==> src/hdl/mi4_pkg.sv <==
package mi4_pkg;

  // Sequencer states
  typedef enum logic [2:0] {
    S_IDLE,
    S_MAC,
    S_WRITE,
    S_DIV_RD,
    S_DIV_INIT,
    S_DIV_STEP,
    S_EMIT
  } state_t;

  // Arithmetic phases of one inversion
  typedef enum logic [1:0] {
    PH_MINOR,
    PH_COF,
    PH_DET
  } phase_t;

  // Source of the wide multiplier operand
  typedef enum logic [1:0] {
    SRC_ELEM,
    SRC_MINOR,
    SRC_ADJ
  } bsrc_t;

  localparam logic [3:0] LAST_IDX       = 4'd15;
  localparam logic [3:0] LAST_MINOR     = 4'd11;
  localparam logic [3:0] LAST_COF       = 4'd15;
  localparam logic [1:0] LAST_TERM_MIN  = 2'd1;
  localparam logic [1:0] LAST_TERM_COF  = 2'd2;
  localparam logic [1:0] LAST_TERM_DET  = 2'd3;
  localparam logic [2:0] LAST_DIGIT_CNT = 3'd5;

  // One multiply-accumulate term, decoded from the sequencer position
  typedef struct packed {
    logic [3:0] a_idx;
    bsrc_t      b_src;
    logic [3:0] b_idx;
    logic       neg;
    logic [3:0] dest;
  } op_t;

  // Controller to datapath commands
  typedef struct packed {
    logic       load_we;
    logic [3:0] load_addr;
    phase_t     phase;
    logic [3:0] group;
    logic [1:0] term;
    logic       acc_clr;
    logic       mul_en;
    logic [1:0] digit;
    logic       acc_en;
    logic       wr_en;
    logic       div_sel;
    logic [3:0] elem_idx;
    logic       div_init;
    logic       div_step;
    logic       emit;
  } ctl_cmd_t;

  // Datapath to controller status
  typedef struct packed {
    logic singular;
  } ctl_status_t;

  // Index of a column pair: (0,1)=0 (0,2)=1 (0,3)=2 (1,2)=3 (1,3)=4 (2,3)=5
  function automatic logic [2:0] pair_index(logic [1:0] x, logic [1:0] y);
    logic [3:0] mask;
    mask = (4'b0001 << x) | (4'b0001 << y);
    case (mask)
      4'b0011: return 3'd0;
      4'b0101: return 3'd1;
      4'b1001: return 3'd2;
      4'b0110: return 3'd3;
      4'b1010: return 3'd4;
      4'b1100: return 3'd5;
      default: return 3'd0;
    endcase
  endfunction

  function automatic logic [1:0] pair_lo(logic [2:0] p);
    case (p)
      3'd0, 3'd1, 3'd2: return 2'd0;
      3'd3, 3'd4:       return 2'd1;
      3'd5:             return 2'd2;
      default:          return 2'd0;
    endcase
  endfunction

  function automatic logic [1:0] pair_hi(logic [2:0] p);
    case (p)
      3'd0:       return 2'd1;
      3'd1, 3'd3: return 2'd2;
      3'd2, 3'd4: return 2'd3;
      3'd5:       return 2'd3;
      default:    return 2'd1;
    endcase
  endfunction

  // Operand and destination selection for each term.
  // Minors 0..5: 2x2 of rows 0,1; minors 6..11: 2x2 of rows 2,3.
  // Cofactor (i,j) expands along row i^1 against the minors of the other row pair.
  function automatic op_t decode_op(phase_t ph, logic [3:0] grp, logic [1:0] trm);
    op_t        op;
    logic [2:0] p;
    logic [1:0] rb;
    logic [1:0] j;
    logic [1:0] k;
    logic [1:0] ci;
    logic [1:0] cj;
    logic [1:0] cn;
    op.a_idx = 4'd0;
    op.b_src = SRC_ELEM;
    op.b_idx = 4'd0;
    op.neg   = 1'b0;
    op.dest  = 4'd0;
    case (ph)
      PH_MINOR: begin
        if (grp >= 4'd6) begin
          p  = 3'(grp - 4'd6);
          rb = 2'd2;
        end else begin
          p  = grp[2:0];
          rb = 2'd0;
        end
        j = pair_lo(p);
        k = pair_hi(p);
        if (trm == 2'd0) begin
          op.a_idx = {rb, j};
          op.b_idx = {rb[1], 1'b1, k};
          op.neg   = 1'b0;
        end else begin
          op.a_idx = {rb, k};
          op.b_idx = {rb[1], 1'b1, j};
          op.neg   = 1'b1;
        end
        op.b_src = SRC_ELEM;
        op.dest  = grp;
      end
      PH_COF: begin
        ci = grp[3:2];
        cj = grp[1:0];
        cn = (trm >= cj) ? 2'(trm + 2'd1) : trm;
        op.a_idx = {ci[1], ~ci[0], cn};
        op.b_src = SRC_MINOR;
        op.b_idx = (ci[1] ? 4'd0 : 4'd6) + {1'b0, 3'(3'd5 - pair_index(cj, cn))};
        op.neg   = ci[0] ^ cj[0] ^ (trm == 2'd1);
        op.dest  = {cj, ci};
      end
      default: begin
        op.a_idx = {2'b00, trm};
        op.b_src = SRC_ADJ;
        op.b_idx = {trm, 2'b00};
        op.neg   = 1'b0;
        op.dest  = 4'd0;
      end
    endcase
    return op;
  endfunction

endpackage

==> src/hdl/mi4_ctrl.sv <==
module mi4_ctrl #(
  parameter int ELEMENT_WIDTH = 32
) (
  input  logic                 clk,
  input  logic                 rst,
  input  logic                 start,
  output logic                 busy,
  output mi4_pkg::ctl_cmd_t    cmd,
  input  mi4_pkg::ctl_status_t status
);
  import mi4_pkg::*;

  localparam int IW = $clog2(ELEMENT_WIDTH + 1);

  state_t     state, state_next;
  phase_t     phase, phase_next;
  logic [3:0] group, group_next;
  logic [1:0] term, term_next;
  logic [2:0] dcnt, dcnt_next;
  logic [3:0] k, k_next;
  logic [IW-1:0] it, it_next;
  logic [3:0] load_count, load_count_next;
  logic [3:0] last_group;
  logic [1:0] last_term;

  // State and counters
  always_ff @(posedge clk) begin
    if (rst) begin
      state      <= S_IDLE;
      phase      <= PH_MINOR;
      group      <= '0;
      term       <= '0;
      dcnt       <= '0;
      k          <= '0;
      it         <= '0;
      load_count <= '0;
    end else begin
      state      <= state_next;
      phase      <= phase_next;
      group      <= group_next;
      term       <= term_next;
      dcnt       <= dcnt_next;
      k          <= k_next;
      it         <= it_next;
      load_count <= load_count_next;
    end
  end

  // Group and term bounds per phase
  always_comb begin
    case (phase)
      PH_MINOR: begin
        last_group = LAST_MINOR;
        last_term  = LAST_TERM_MIN;
      end
      PH_COF: begin
        last_group = LAST_COF;
        last_term  = LAST_TERM_COF;
      end
      default: begin
        last_group = 4'd0;
        last_term  = LAST_TERM_DET;
      end
    endcase
  end

  // Next state and commands
  always_comb begin
    state_next      = state;
    phase_next      = phase;
    group_next      = group;
    term_next       = term;
    dcnt_next       = dcnt;
    k_next          = k;
    it_next         = it;
    load_count_next = load_count;

    cmd           = '0;
    cmd.load_addr = load_count;
    cmd.phase     = phase;
    cmd.group     = group;
    cmd.term      = term;
    cmd.digit     = 2'(dcnt - 3'd1);
    cmd.elem_idx  = k;

    busy = (state != S_IDLE);

    case (state)
      S_IDLE: begin
        if (start) begin
          cmd.load_we     = 1'b1;
          load_count_next = 4'(load_count + 4'd1);
          if (load_count == LAST_IDX) begin
            state_next = S_MAC;
            phase_next = PH_MINOR;
            group_next = '0;
            term_next  = '0;
            dcnt_next  = '0;
          end
        end
      end
      S_MAC: begin
        cmd.acc_clr = (dcnt == 3'd0) && (term == 2'd0);
        cmd.mul_en  = (dcnt >= 3'd1) && (dcnt <= 3'd4);
        cmd.acc_en  = (dcnt >= 3'd2);
        if (dcnt == LAST_DIGIT_CNT) begin
          dcnt_next = '0;
          if (term == last_term) begin
            state_next = S_WRITE;
          end else begin
            term_next = 2'(term + 2'd1);
          end
        end else begin
          dcnt_next = 3'(dcnt + 3'd1);
        end
      end
      S_WRITE: begin
        cmd.wr_en = 1'b1;
        term_next = '0;
        if (group == last_group) begin
          group_next = '0;
          case (phase)
            PH_MINOR: begin
              phase_next = PH_COF;
              state_next = S_MAC;
            end
            PH_COF: begin
              phase_next = PH_DET;
              state_next = S_MAC;
            end
            default: begin
              k_next     = '0;
              state_next = S_DIV_RD;
            end
          endcase
        end else begin
          group_next = 4'(group + 4'd1);
          state_next = S_MAC;
        end
      end
      S_DIV_RD: begin
        cmd.div_sel = 1'b1;
        state_next  = S_DIV_INIT;
      end
      S_DIV_INIT: begin
        cmd.div_sel  = 1'b1;
        cmd.div_init = 1'b1;
        it_next      = '0;
        state_next   = status.singular ? S_EMIT : S_DIV_STEP;
      end
      S_DIV_STEP: begin
        cmd.div_sel  = 1'b1;
        cmd.div_step = 1'b1;
        it_next      = IW'(it + 1'b1);
        if (it == IW'(ELEMENT_WIDTH)) begin
          state_next = S_EMIT;
        end
      end
      S_EMIT: begin
        cmd.div_sel = 1'b1;
        cmd.emit    = 1'b1;
        if (k == LAST_IDX) begin
          state_next = S_IDLE;
        end else begin
          k_next     = 4'(k + 4'd1);
          state_next = S_DIV_RD;
        end
      end
      default: begin
        state_next = S_IDLE;
      end
    endcase
  end

  // A zero determinant never enters the divider
  a_no_div_singular: assert property (@(posedge clk) disable iff (rst)
    (state == S_DIV_STEP) |-> !status.singular)
    else $error("divider running on singular matrix");

  // The sixteenth result ends the run
  a_run_end: assert property (@(posedge clk) disable iff (rst)
    (state == S_EMIT && k == LAST_IDX) |=> (state == S_IDLE))
    else $error("run did not end after last result");

  // Loading happens only in idle, so the store is stable during compute
  a_load_idle: assert property (@(posedge clk) disable iff (rst)
    cmd.load_we |-> (state == S_IDLE && !busy))
    else $error("element load outside idle");

endmodule

==> config.mk <==
export PLATFORM = sky130hd
export DESIGN_NAME = mi4_ctrl
export DESIGN_NICKNAME = d
export VERILOG_FILES = /design/src/hdl/mi4_pkg.sv /design/src/hdl/mi4_ctrl.sv
export SDC_FILE = /design/constraint.sdc
export NUM_CORES = 1
export LEC_CHECK = 0
export BUFFER_PORTS_ARGS = -buffer_cell sky130_fd_sc_hd__buf_2
export CAP_MARGIN = 40
export CORE_MARGIN = 4
export CORE_UTILIZATION = 40
export DETAILED_ROUTE_END_ITERATION = 16
export GPL_TIMING_DRIVEN = 0
export SLEW_MARGIN = 30
export SYNTH_ARGS = -nofsm -noshare
export SYNTH_HDL_FRONTEND = slang
export SYNTH_SLANG_ARGS = --single-unit
==> constraint.sdc <==
create_clock -name clk -period 2.1 [get_ports clk]
set_input_delay 0.315 -clock clk [delete_from_list [all_inputs] [get_ports clk]]
set_output_delay 0.315 -clock clk [all_outputs]
set_load 0.01 [all_outputs]
After elaboration in Yosys (flattened, before gate mapping)
Cells that the tools add are included.
- magnitude comparators: 3
- reductions and logical operators: 21
- div/mod/pow operators: 0
- add/subtract/negate cells: 7
- multipliers: 0
- equal/unequal tests: 23
- mux-type cells: 42
- shift operators: 0
- bitwise operators: 0
- operators by type and width (kind ; number):
    3-bit 2-to-1 mux ; 9
    4-bit 2-to-1 mux ; 6
    4-bit case mux with 2 select lines ; 3
    3-bit case mux with 7 select lines ; 1
    2-bit 2-to-1 mux ; 9
    2-bit != test, second input constant ; 9
    5-bit AND reduction ; 3
    4-bit by 1-bit adder with 4-bit output, second input constant ; 3
    3-bit == test, second input constant ; 4
    2-bit case mux with 2 select lines ; 3
    6-bit case mux with 2 select lines ; 1
    4-bit == test, second input constant ; 2
    1-bit 2-to-1 mux ; 8
    2-bit nonzero test ; 4
    6-bit by 1-bit adder with 6-bit output, second input constant ; 1
    3-bit by 2-bit == test with 1-bit output, second input constant ; 2
    6-bit == test, second input constant ; 1
    3-bit logical NOT ; 2
    2-bit case mux with 3 select lines ; 1
    3-bit case mux with 2 select lines ; 1
    3-bit AND reduction ; 2
    3-bit nonzero test ; 2
    4-bit == test ; 1
    2-bit logical NOT ; 2
    15 further kinds ; 16
- memories: 0
- output and inout bits: 28
- bits in writable memories: 0
- latch bits: 0
- bits in registers: 28
- bits in read-only memories: 0
- bits of input ports: 4

Depth between registers and ports, before layout
Gate-level depths: netlist of the first run.
- word-level depth: 6
- mapped depth: 7
- depth with buffers taken out: 6

Least setup slack after synthesis of the first run
Ideal clock, no wire load.
- path kind: register -> register
- start: register group[0]
- end: register k[0]
- path slack: 0.530 ns
- data arrival time: 1.448 ns
- path buffers: 0
- data required time: 1.978 ns
- stages on the path, launching flop included: 5
- clock period less this slack: 1.570 ns
- path through: dfxtp_1 or4b_4 or3_4 nand2b_1 o21ai_0
- longest elaborated chain between the ends: 3
- ends and longest elaborated chain (element ; RTL line ; RTL):
    start, declared ; mi4_ctrl.sv:17 ; logic [3:0] group, group_next;
    start signal, assigned ; mi4_ctrl.sv:40 ; group <= group_next;
    4-bit == test ; mi4_ctrl.sv:120 ; if (group == last_group) begin
    2-bit != test (no source line) ; -- ;
    4-bit AND reduction (no source line) ; -- ;
    end signal, assigned ; mi4_ctrl.sv:43 ; k <= k_next;
    end, declared ; mi4_ctrl.sv:20 ; logic [3:0] k, k_next;
No other way between the ends.
A chain may end at the register's enable or synchronous reset.

==> flow_metrics.py, run 1 <==
metrics = {
    "status": {
        "status": "finished clean",
    },
    "synthesis": {
        "synthTopCellsByArea": "dfxtp_1 (33%), ha_1 (7.4%), nor2_1 (6.7%), a21oi_1 (5.1%), inv_1 (3.4%)",
        "yosysWarnings": 0,
        "syn-cell-area_mm2": 0.00168,
        "synthMuxAreaShare": 0.0246,
        "netlist.area_leader.share": 0.334,
        "syn_nets": 225,
        "synth_top_cell_by_area": "dfxtp_1",
        "syn_avg_cell_area_um2": 7.96,
        "synth_compound_area_frac": 0.192,
        "synthXorXnorAreaFrac": 0.0261,
        "synth-seq-cells": 28,
        "ys_seq_area_frac": 0.334,
        "synthSimpleGateAreaFrac": 0.290,
        "synth-edff-count": 0,
        "synthAdderAreaFrac": 0.0745,
        "synth_top_family_by_area": "simple AND/OR/NAND/NOR gates",
        "synthArstFlopShare": 0,
        "synth_cells": 211,
        "ys.flop_type": "dfxtp_1",
        "synth_cell_type_count": 52,
    },
    "power": {
        "p_leak_nw": 0.844,
        "powerDensity_mw_per_mm2": 448,
        "peakVddDrop_mv": 0.349,
        "power_w": 0.000868,
    },
    "place": {
        "dp.cells": 291,
        "globalplace.congestion": 0.830,
        "portBuffers": 30,
        "dp_hpwl_um": 2880,
    },
    "clock_network": {
        "cts.path.max_buffers": 2,
        "root_buffer": "clkbuf_8",
        "tritoncts": "built",
        "htree_num_levels": 1,
        "cts_num_sinks": 28,
        "numCtsBuffers": 3,
        "clk_pin_slew_ns": 0.09,
        "ctsHoldBuffers": 0,
        "insertion_delay_ns": 0.27,
    },
    "sta": {
        "post-route-period-util": 0.911,
        "setup_violations": 0,
        "final.setup.tns_ns": 0,
        "rsz0062_at_grt": "no",
        "worst-slew-pin-transition_ns": 0.575,
        "hold_viol": 0,
        "period_needed_ns": 1.91,
        "skew_ns": 0.000707,
        "slew_violations": 0,
        "relSlewSlack": 0.615,
        "fmax_mhz": 523,
    },
    "floorplan": {
        "fp-row-count": 23,
        "start_util": 0.417,
        "die_area_mm2": 0.00530,
        "die_h_um": 72.8,
        "die_w_um": 72.8,
        "core_area_mm2": 0.00403,
        "io_pins": 32,
    },
    "global_routing": {
        "overflow": 0,
        "grt_pass1_vias": 1463,
        "grt.met1_usage": 0.204,
        "antenna_found_initial": 0,
        "grt_pass1_wl_um": 6720,
        "grtUsageTotal": 0.155,
        "grt-busiest-layer": "met2",
        "use_met3": 0.0331,
        "grt_start_max_net_pins": 15,
        "use_met2": 0.271,
    },
    "drt": {
        "drc": 0,
        "antenna_left": 0,
        "drt-total-wl_um": 3860,
        "drtPass1Iterations": 4,
        "routedWlPerCell_um": 13.1,
        "via_count": 1553,
        "drtIter0Drc": 78,
        "viasPerCell": 5.28,
    },
    "critical_path": {
        "crit_buf_inv": 3,
        "path_delay_family": "buffers and inverters",
        "rrSetupSlack_ns": 0.40,
        "timing.setup.critical_path_class": "flop to primary output",
        "crit_path_max_fanout": 10,
        "cp.arrival_ns": 1.60,
        "crit_required_ns": 1.78,
        "worst_path_largest_cell_delay_ns": 0.46,
        "cp-end-kind": "primary output",
        "crit_slowest_cell": "dfxtp_1",
        "path_cells": "clkbuf_1 -> nand3b_1 -> inv_1 -> buf_2",
        "start_kind": "flop",
    },
    "final_layout": {
        "layout.cells.most_common": "buf_2",
        "drive_above_1_share": 0.180,
        "finish.net_count": 260,
        "final_cells": 294,
        "antenna_cells": 0,
        "layout_common_cells": "buf_2 (32), nor2_1 (30), dfxtp_1 (28)",
        "area_growth_pct": 15.3,
        "fillCellCount": 441,
    },
    "job": {
        "cap_violations": 0,
    },
    "worst_hold_path": {
        "hold_class": "primary input to flop",
    },
}
==> worst paths after layout <==
| path | start | end | cells after the start |
|---|---|---|---|
| setup / recovery | state[1]$_SDFFE_PP0P_ | cmd[1] | 4 |
| hold / removal | status | state[0]$_SDFFE_PP0P_ | 4 |
| setup reg to reg | phase[1]$_SDFFE_PP0P_ | phase[1]$_SDFFE_PP0P_ | 4 |
| hold reg to reg | it[5]$_SDFFE_PP0P_ | it[5]$_SDFFE_PP0P_ | 2 |
==> cell families (layout without fill, tap and decap cells) <==
logic type                 Yosys count  count (layout)
AOI/OAI and AO/OA                   49              49
xor gates and xnor gates             5               5
adders and majority gates           10              10
buffers and inverters               26              59
DFF                                 28              28
muxes                                4               4
and+or+nand+nor                     89              89
==> per-stage QoR <==
| stage | util | hold WS [ns] | setup WS (ns) | cell area, µm² |
|---|---|---|---|---|
| after CTS | 0.480 | 0.384 | 0.0434 | 1930 |
| after detailed placement | 0.470 | 0.493 | 0.256 | 1890 |
| after global placement | 0.470 | 0.482 | 0.252 | 1890 |
| final | 0.481 | 0.393 | 0.186 | 1940 |
| after global routing | 0.481 | 0.418 | 0.0310 | 1940 |
| after floorplan | - | 0.463 | 0.530 | 1680 |
==> layout make-up <==
class / count / area, µm² / area share
multi-input cells: 157 / 1020 / 0.526
repair buffers: 30 / 150 / 0.0775
well taps: 50 / 62.6 / 0.0323
plain buffers: 11 / 46.3 / 0.0239
clock buffers: 3 / 41.3 / 0.0213
inverters: 15 / 56.3 / 0.0291
flip-flops and latches: 28 / 561 / 0.289
==> sequential cells by signal (all words and copies together), names as in the netlist <==
name and cells:
dcnt 3, group 4, it 6, k 4, load_count 4, phase 2, state 3, term 2
==> routing by layer <==
layer / part of all wire / up-vias
li1: - / 823
met3: 0.032 / 2
met5: 0 / -
met2: 0.48 / 18
met4: 0.0034 / 0
met1: 0.49 / 710
==> power breakdown <==
group | switching [W] | leakage (nW) | internal (W)
clock network | 0.000161 | 0.0216 | 0.000129
logic | 0.0000232 | 0.596 | 0.0000154
registers | 0.00000472 | 0.226 | 0.000535
==> timing repair <==
item	in CTS	in global routing
resized for setup	0	3
setup buffers	0	0
setup endpoints to repair	0	2
==> worst register-to-register path: cells and delay by family, from the launching register on <==
| family | cells | cell delay (ns) |
|---|---|---|
| compound gates | 2 | 0.40 |
| flops | 1 | 0.48 |
| simple gates | 2 | 0.72 |
==> Yosys cell counts, types with 2 or more instances <==
library cell	n
o21a_1	3
and3_1	2
and2_1	3
nor4_1	3
a22o_1	2
nand3b_1	5
dfxtp_1	28
a21o_1	2
o21ai_0	8
a31oi_1	2
mux2i_1	3
nand3_1	6
inv_1	15
nand2_1	9
nand2b_1	5
or3_1	5
clkbuf_1	8
xor2_1	2
ha_1	10
nor2_1	30
xnor2_1	3
a21oi_1	17
buf_2	2
nor3_1	9
or3b_1	2
(Power assumes the default switching activity.)
==> run 2: changes to the inputs <==
--- a/config.mk
+++ b/config.mk
@@ -11,6 +11,8 @@
 export CORE_UTILIZATION = 40
 export DETAILED_ROUTE_END_ITERATION = 16
 export GPL_TIMING_DRIVEN = 0
+export MAX_ROUTING_LAYER = met4
+export SKIP_CTS_REPAIR_TIMING = 1
 export SLEW_MARGIN = 30
 export SYNTH_ARGS = -nofsm -noshare
 export SYNTH_HDL_FRONTEND = slang
==> run 2 against run 1 <==
  * Sequential power barely moved
  * Critical endpoint unchanged
  * Final cell count unchanged
  * Largest power group unchanged
  * Core utilization is the same
  * Clock-buffer cell count unchanged
  * First-iteration DRC count up 1.3%
  * Cell area unchanged
==> flow_metrics.py, run 2 (synthesized netlist as in run 1, its figures left out) <==
metrics = {
    "critical_path": {
        "crit_path_max_fanout": 10,
        "rrSetupSlack_ns": 0.40,
        "path_delay_family": "buffers and inverters",
        "worst_path_largest_cell_delay_ns": 0.46,
        "timing.rr.start": "phase[1]$_SDFFE_PP0P_",
        "reg2regPathDepth": 4,
        "rr_endpoint": "phase[1]$_SDFFE_PP0P_",
        "start_kind": "flop",
        "crit_buf_inv": 3,
        "cp-end-kind": "primary output",
        "path_cells": "clkbuf_1 -> nand3b_1 -> inv_1 -> buf_2",
        "crit_required_ns": 1.78,
        "cp.arrival_ns": 1.61,
        "timing.setup.critical_path_class": "flop to primary output",
        "crit_slowest_cell": "dfxtp_1",
    },
    "final_layout": {
        "fillCellCount": 441,
        "seq_area_um2": 561,
        "layout_common_cells": "buf_2 (32), nor2_1 (30), dfxtp_1 (28)",
        "finish.net_count": 260,
        "layout.cells.most_common": "buf_2",
        "drive_above_1_share": 0.180,
        "regMostFlops": "it",
        "largest_reg_flops": 6,
        "multi_input_area_mm2": 0.00102,
        "antenna_cells": 0,
        "area_growth_pct": 15.3,
    },
    "power": {
        "internal-power_w": 0.000679,
        "powerDensity_mw_per_mm2": 448,
        "p_seq_frac": 0.622,
        "p_switching_w": 0.000189,
        "p_sw_frac": 0.217,
        "peakVddDrop_mv": 0.349,
        "power_w": 0.000868,
        "pwr-share-comb": 0.044,
        "p_leak_nw": 0.844,
        "p_clk_frac": 0.334,
    },
    "drt": {
        "routedWlPerCell_um": 13.1,
        "topRoutingLayerUsed": "met4",
        "wl_met1_um": 1890,
        "drt-total-wl_um": 3860,
        "drc": 0,
        "viasPerCell": 5.30,
        "met3_wirelength_um": 101,
        "via_count": 1557,
        "antenna_left": 0,
        "drtPass1Iterations": 4,
        "wl_met2_um": 1850,
        "drtIter0Drc": 79,
    },
    "floorplan": {
        "start_util": 0.417,
        "die_h_um": 72.8,
        "fp-row-count": 23,
        "die_area_mm2": 0.00530,
        "io_pins": 32,
        "die_w_um": 72.8,
        "core_area_mm2": 0.00403,
    },
    "clock_network": {
        "clk_pin_slew_ns": 0.09,
        "numCtsBuffers": 3,
        "htree_num_levels": 1,
        "insertion_delay_ns": 0.27,
        "cts_num_sinks": 28,
        "root_buffer": "clkbuf_8",
        "tritoncts": "built",
        "cts.path.max_buffers": 2,
    },
    "sta": {
        "rsz0062_at_grt": "no",
        "post-route-period-util": 0.915,
        "hold_viol": 0,
        "final.setup.tns_ns": 0,
        "timing.hold.ws_ns": 0.393,
        "skew_ns": 0.000912,
        "slew_violations": 0,
        "period_needed_ns": 1.92,
        "setup_violations": 0,
        "fmax_mhz": 520,
        "relSlewSlack": 0.615,
        "worst-slew-pin-transition_ns": 0.575,
    },
    "global_routing": {
        "grtUsageTotal": 0.159,
        "overflow": 0,
        "grt_pass1_vias": 1462,
        "antenna_found_initial": 0,
        "grt_pass1_wl_um": 6720,
        "grt_start_max_net_pins": 15,
    },
    "worst_hold_path": {
        "min_from": "status",
        "hold_depth": 4,
        "min_to": "state[0]$_SDFFE_PP0P_",
        "hold_class": "primary input to flop",
    },
    "job": {
        "cap_violations": 0,
    },
    "place": {
        "dp_hpwl_um": 2880,
        "portBuffers": 30,
        "globalplace.congestion": 0.843,
    },
    "status": {
        "status": "finished clean",
    },
}
[run 2: cell counts in the layout (fill, tap and decap cells not counted)]
Identical to the previous run, type by type.
[run 2: worst max path at each step]
stage / startpoint / to / slack, ns / cells past startpoint
5_1_grt: state[1]$_SDFFE_PP0P_ / cmd[7] / 0.03 / 4
6_report: state[1]$_SDFFE_PP0P_ / cmd[1] / 0.18 / 4
4_1_cts: state[0]$_SDFFE_PP0P_ / cmd[7] / 0.04 / 5
3_5_place_dp: rst / dcnt[0]$_SDFFE_PP0P_ / 0.26 / 4
3_3_place_gp: rst / dcnt[0]$_SDFFE_PP0P_ / 0.25 / 4
2_1_floorplan: group[0]$_SDFFE_PP0P_ / k[0]$_SDFFE_PP0P_ / 0.53 / 4
[run 2: stage by stage]
step                utilization  instance area [µm²]  instances  setup WS (ns)
finish                    0.481                 1940        294          0.179
global route              0.481                 1940        294         0.0319
CTS                       0.480                 1930        294         0.0434
detailed placement        0.470                 1890        291          0.256
global placement          0.470                 1890        291          0.252
floorplan                     -                 1680        211          0.530
[run 2: per-layer routing]
metal	GRT usage	vias to the layer above
li1	-	823
met3	0.0289	2
met5	-	-
met4	0.0123	0
met2	0.271	18
met1	0.206	714
[run 2: worst register-to-register path, delay by kind of cell (launching register included)]
family / cells / cell delay, ns
compound gates: 2 / 0.40
simple gates: 2 / 0.72
flops: 1 / 0.48
[run 2: power by group through the flow]
stage               clock [W]  sequential (W)  combinational [W]
floorplan                   0        0.000554          0.0000220
global placement            0        0.000552          0.0000389
detailed placement          0        0.000552          0.0000390
CTS                  0.000305        0.000540          0.0000392
global route         0.000329        0.000541          0.0000433
finish               0.000289        0.000540          0.0000386
[run 2: layout make-up]
class                           count  share of cell area
Buffer                             11              0.0239
Tap cell                           50              0.0323
Multi-Input combinational cell    157               0.526
Sequential cell                    28               0.289
Inverter                           15              0.0291
Timing Repair Buffer               30              0.0775
Clock buffer                        3              0.0213
==> run 3: changes to the inputs <==
--- a/config.mk
+++ b/config.mk
@@ -5,11 +5,11 @@
 export SDC_FILE = /design/constraint.sdc
 export NUM_CORES = 1
 export LEC_CHECK = 0
-export BUFFER_PORTS_ARGS = -buffer_cell sky130_fd_sc_hd__buf_2
 export CAP_MARGIN = 40
 export CORE_MARGIN = 4
-export CORE_UTILIZATION = 40
+export CORE_UTILIZATION = 35
 export DETAILED_ROUTE_END_ITERATION = 16
+export DONT_BUFFER_PORTS = 1
 export GPL_TIMING_DRIVEN = 0
 export MAX_ROUTING_LAYER = met4
 export SKIP_CTS_REPAIR_TIMING = 1
==> run 3 against run 2 <==
  * Via count decreased by 4.5%
  * Worst setup slack got worse by 0.024 ns
  * Critical path depth is the same
  * Largest power group unchanged
  * Clock-buffer cell count is the same
  * Sequential share of layout area grew 2.4 points
  * Sequential power barely moved
==> flow_metrics.py, run 3 (synthesized netlist as in run 1, its figures left out) <==
metrics = {
    "global_routing": {
        "overflow": 0,
        "antenna_found_initial": 0,
        "grt_start_max_net_pins": 15,
        "grt_pass1_wl_um": 6600,
        "grtUsageTotal": 0.140,
        "grt_pass1_vias": 1395,
    },
    "floorplan": {
        "die_h_um": 77.3,
        "fp-row-count": 24,
        "die_w_um": 77.3,
        "start_util": 0.373,
        "io_pins": 32,
        "die_area_mm2": 0.00597,
        "core_area_mm2": 0.00450,
    },
    "power": {
        "pwr-share-comb": 0.032,
        "internal-power_w": 0.000675,
        "p_seq_frac": 0.626,
        "p_switching_w": 0.000193,
        "p_sw_frac": 0.222,
        "powerDensity_mw_per_mm2": 485,
        "p_clk_frac": 0.342,
        "p_leak_nw": 0.685,
        "peakVddDrop_mv": 0.243,
    },
    "drt": {
        "topRoutingLayerUsed": "met4",
        "drtIter0Drc": 74,
        "antenna_left": 0,
        "drtPass1Iterations": 4,
        "via_count": 1487,
        "viasPerCell": 5.59,
        "drc": 0,
        "met3_wirelength_um": 255,
        "wl_met1_um": 1750,
        "routedWlPerCell_um": 14.4,
        "wl_met2_um": 1780,
        "drt-total-wl_um": 3830,
    },
    "final_layout": {
        "largest_reg_flops": 6,
        "layout_common_cells": "nor2_1 (30), dfxtp_1 (28), a21oi_1 (17)",
        "fillCellCount": 480,
        "layout.cells.most_common": "nor2_1",
        "stdcell_area_mm2": 0.00179,
        "antenna_cells": 0,
        "finish.net_count": 230,
        "post-route-util": 0.397,
        "final_cells": 266,
        "regMostFlops": "it",
        "area_growth_pct": 6.40,
        "drive_above_1_share": 0.0607,
    },
    "place": {
        "portBuffers": 0,
        "dp.cells": 263,
        "dp_hpwl_um": 2860,
        "globalplace.congestion": 0.867,
        "placed_area_mm2": 0.00175,
    },
    "sta": {
        "worst-slew-pin-transition_ns": 0.727,
        "slew_violations": 0,
        "skew_ns": 0.00738,
        "period_needed_ns": 1.95,
        "hold_viol": 0,
        "final.setup.tns_ns": 0,
        "post-route-period-util": 0.926,
        "relSlewSlack": 0.514,
        "setup_violations": 0,
        "rsz0062_at_grt": "no",
        "fmax_mhz": 514,
        "timing.hold.ws_ns": 0.267,
    },
    "critical_path": {
        "timing.setup.critical_path_class": "flop to primary output",
        "reg2regPathDepth": 5,
        "start_kind": "flop",
        "cp-end-kind": "primary output",
        "cp.arrival_ns": 1.63,
        "worst_path_largest_cell_delay_ns": 0.36,
        "crit_slowest_cell": "or3b_1",
        "path_cells": "buf_2 -> or3b_1 -> clkbuf_1 -> nor3_1",
        "crit_required_ns": 1.78,
        "crit_path_max_fanout": 8,
    },
    "worst_hold_path": {
        "hold_depth": 3,
        "hold_class": "primary input to flop",
    },
    "clock_network": {
        "tritoncts": "built",
        "numCtsBuffers": 3,
        "cts.path.max_buffers": 2,
        "clk_pin_slew_ns": 0.10,
        "htree_num_levels": 1,
        "cts_num_sinks": 28,
        "root_buffer": "clkbuf_8",
        "insertion_delay_ns": 0.28,
    },
    "job": {
        "cap_violations": 0,
    },
    "status": {
        "status": "finished clean",
    },
}
[run 3: final timing paths]
kind	slack [ns]	from	end
min	0.27	status	state[0]$_SDFFE_PP0P_
max reg2reg	0.32	load_count[0]$_SDFFE_PP0P_	phase[1]$_SDFFE_PP0P_
min reg2reg	0.50	it[5]$_SDFFE_PP0P_	it[5]$_SDFFE_PP0P_
max	0.15	state[2]$_SDFFE_PP0P_	cmd[13]
[run 3: power by group through the flow]
stage | Combinational (W) | Sequential [W] | Clock, W
2_1_floorplan | 0.0000220 | 0.000554 | 0
3_3_place_gp | 0.0000282 | 0.000555 | 0
3_5_place_dp | 0.0000285 | 0.000555 | 0
4_1_cts | 0.0000287 | 0.000543 | 0.000313
5_1_grt | 0.0000320 | 0.000544 | 0.000338
6_report | 0.0000281 | 0.000543 | 0.000297
[run 3: per-layer routing]
layer,GRT usage,up-vias
li1,-,761
met1,0.153,680
met2,0.231,39
met3,0.0550,7
met4,0.0498,0
met5,-,-
[run 3: final cells by class]
type / count / area (µm²) / share of cell area
Multi-Input combinational cell: 157 / 1020 / 0.570
Buffer: 11 / 45.0 / 0.0252
Clock buffer: 3 / 41.3 / 0.0231
Tap cell: 52 / 65.1 / 0.0364
Sequential cell: 28 / 561 / 0.314
Inverter: 15 / 56.3 / 0.0315
[run 3: worst max-delay path: cells and delay by family, from the launching register on]
kind,cells,cell delay (ns)
AND/OR/NAND/NOR,2,0.71
buffers and inverters,2,0.34
flip-flops,1,0.30
[run 3: metrics by stage]
stage	total power (W)	worst slack, ns
after detailed placement	0.000584	0.231
after floorplan	0.000576	0.530
final	0.000867	0.155
after CTS	0.000884	0.0391
after global placement	0.000583	0.223
after global routing	0.000913	0.00608
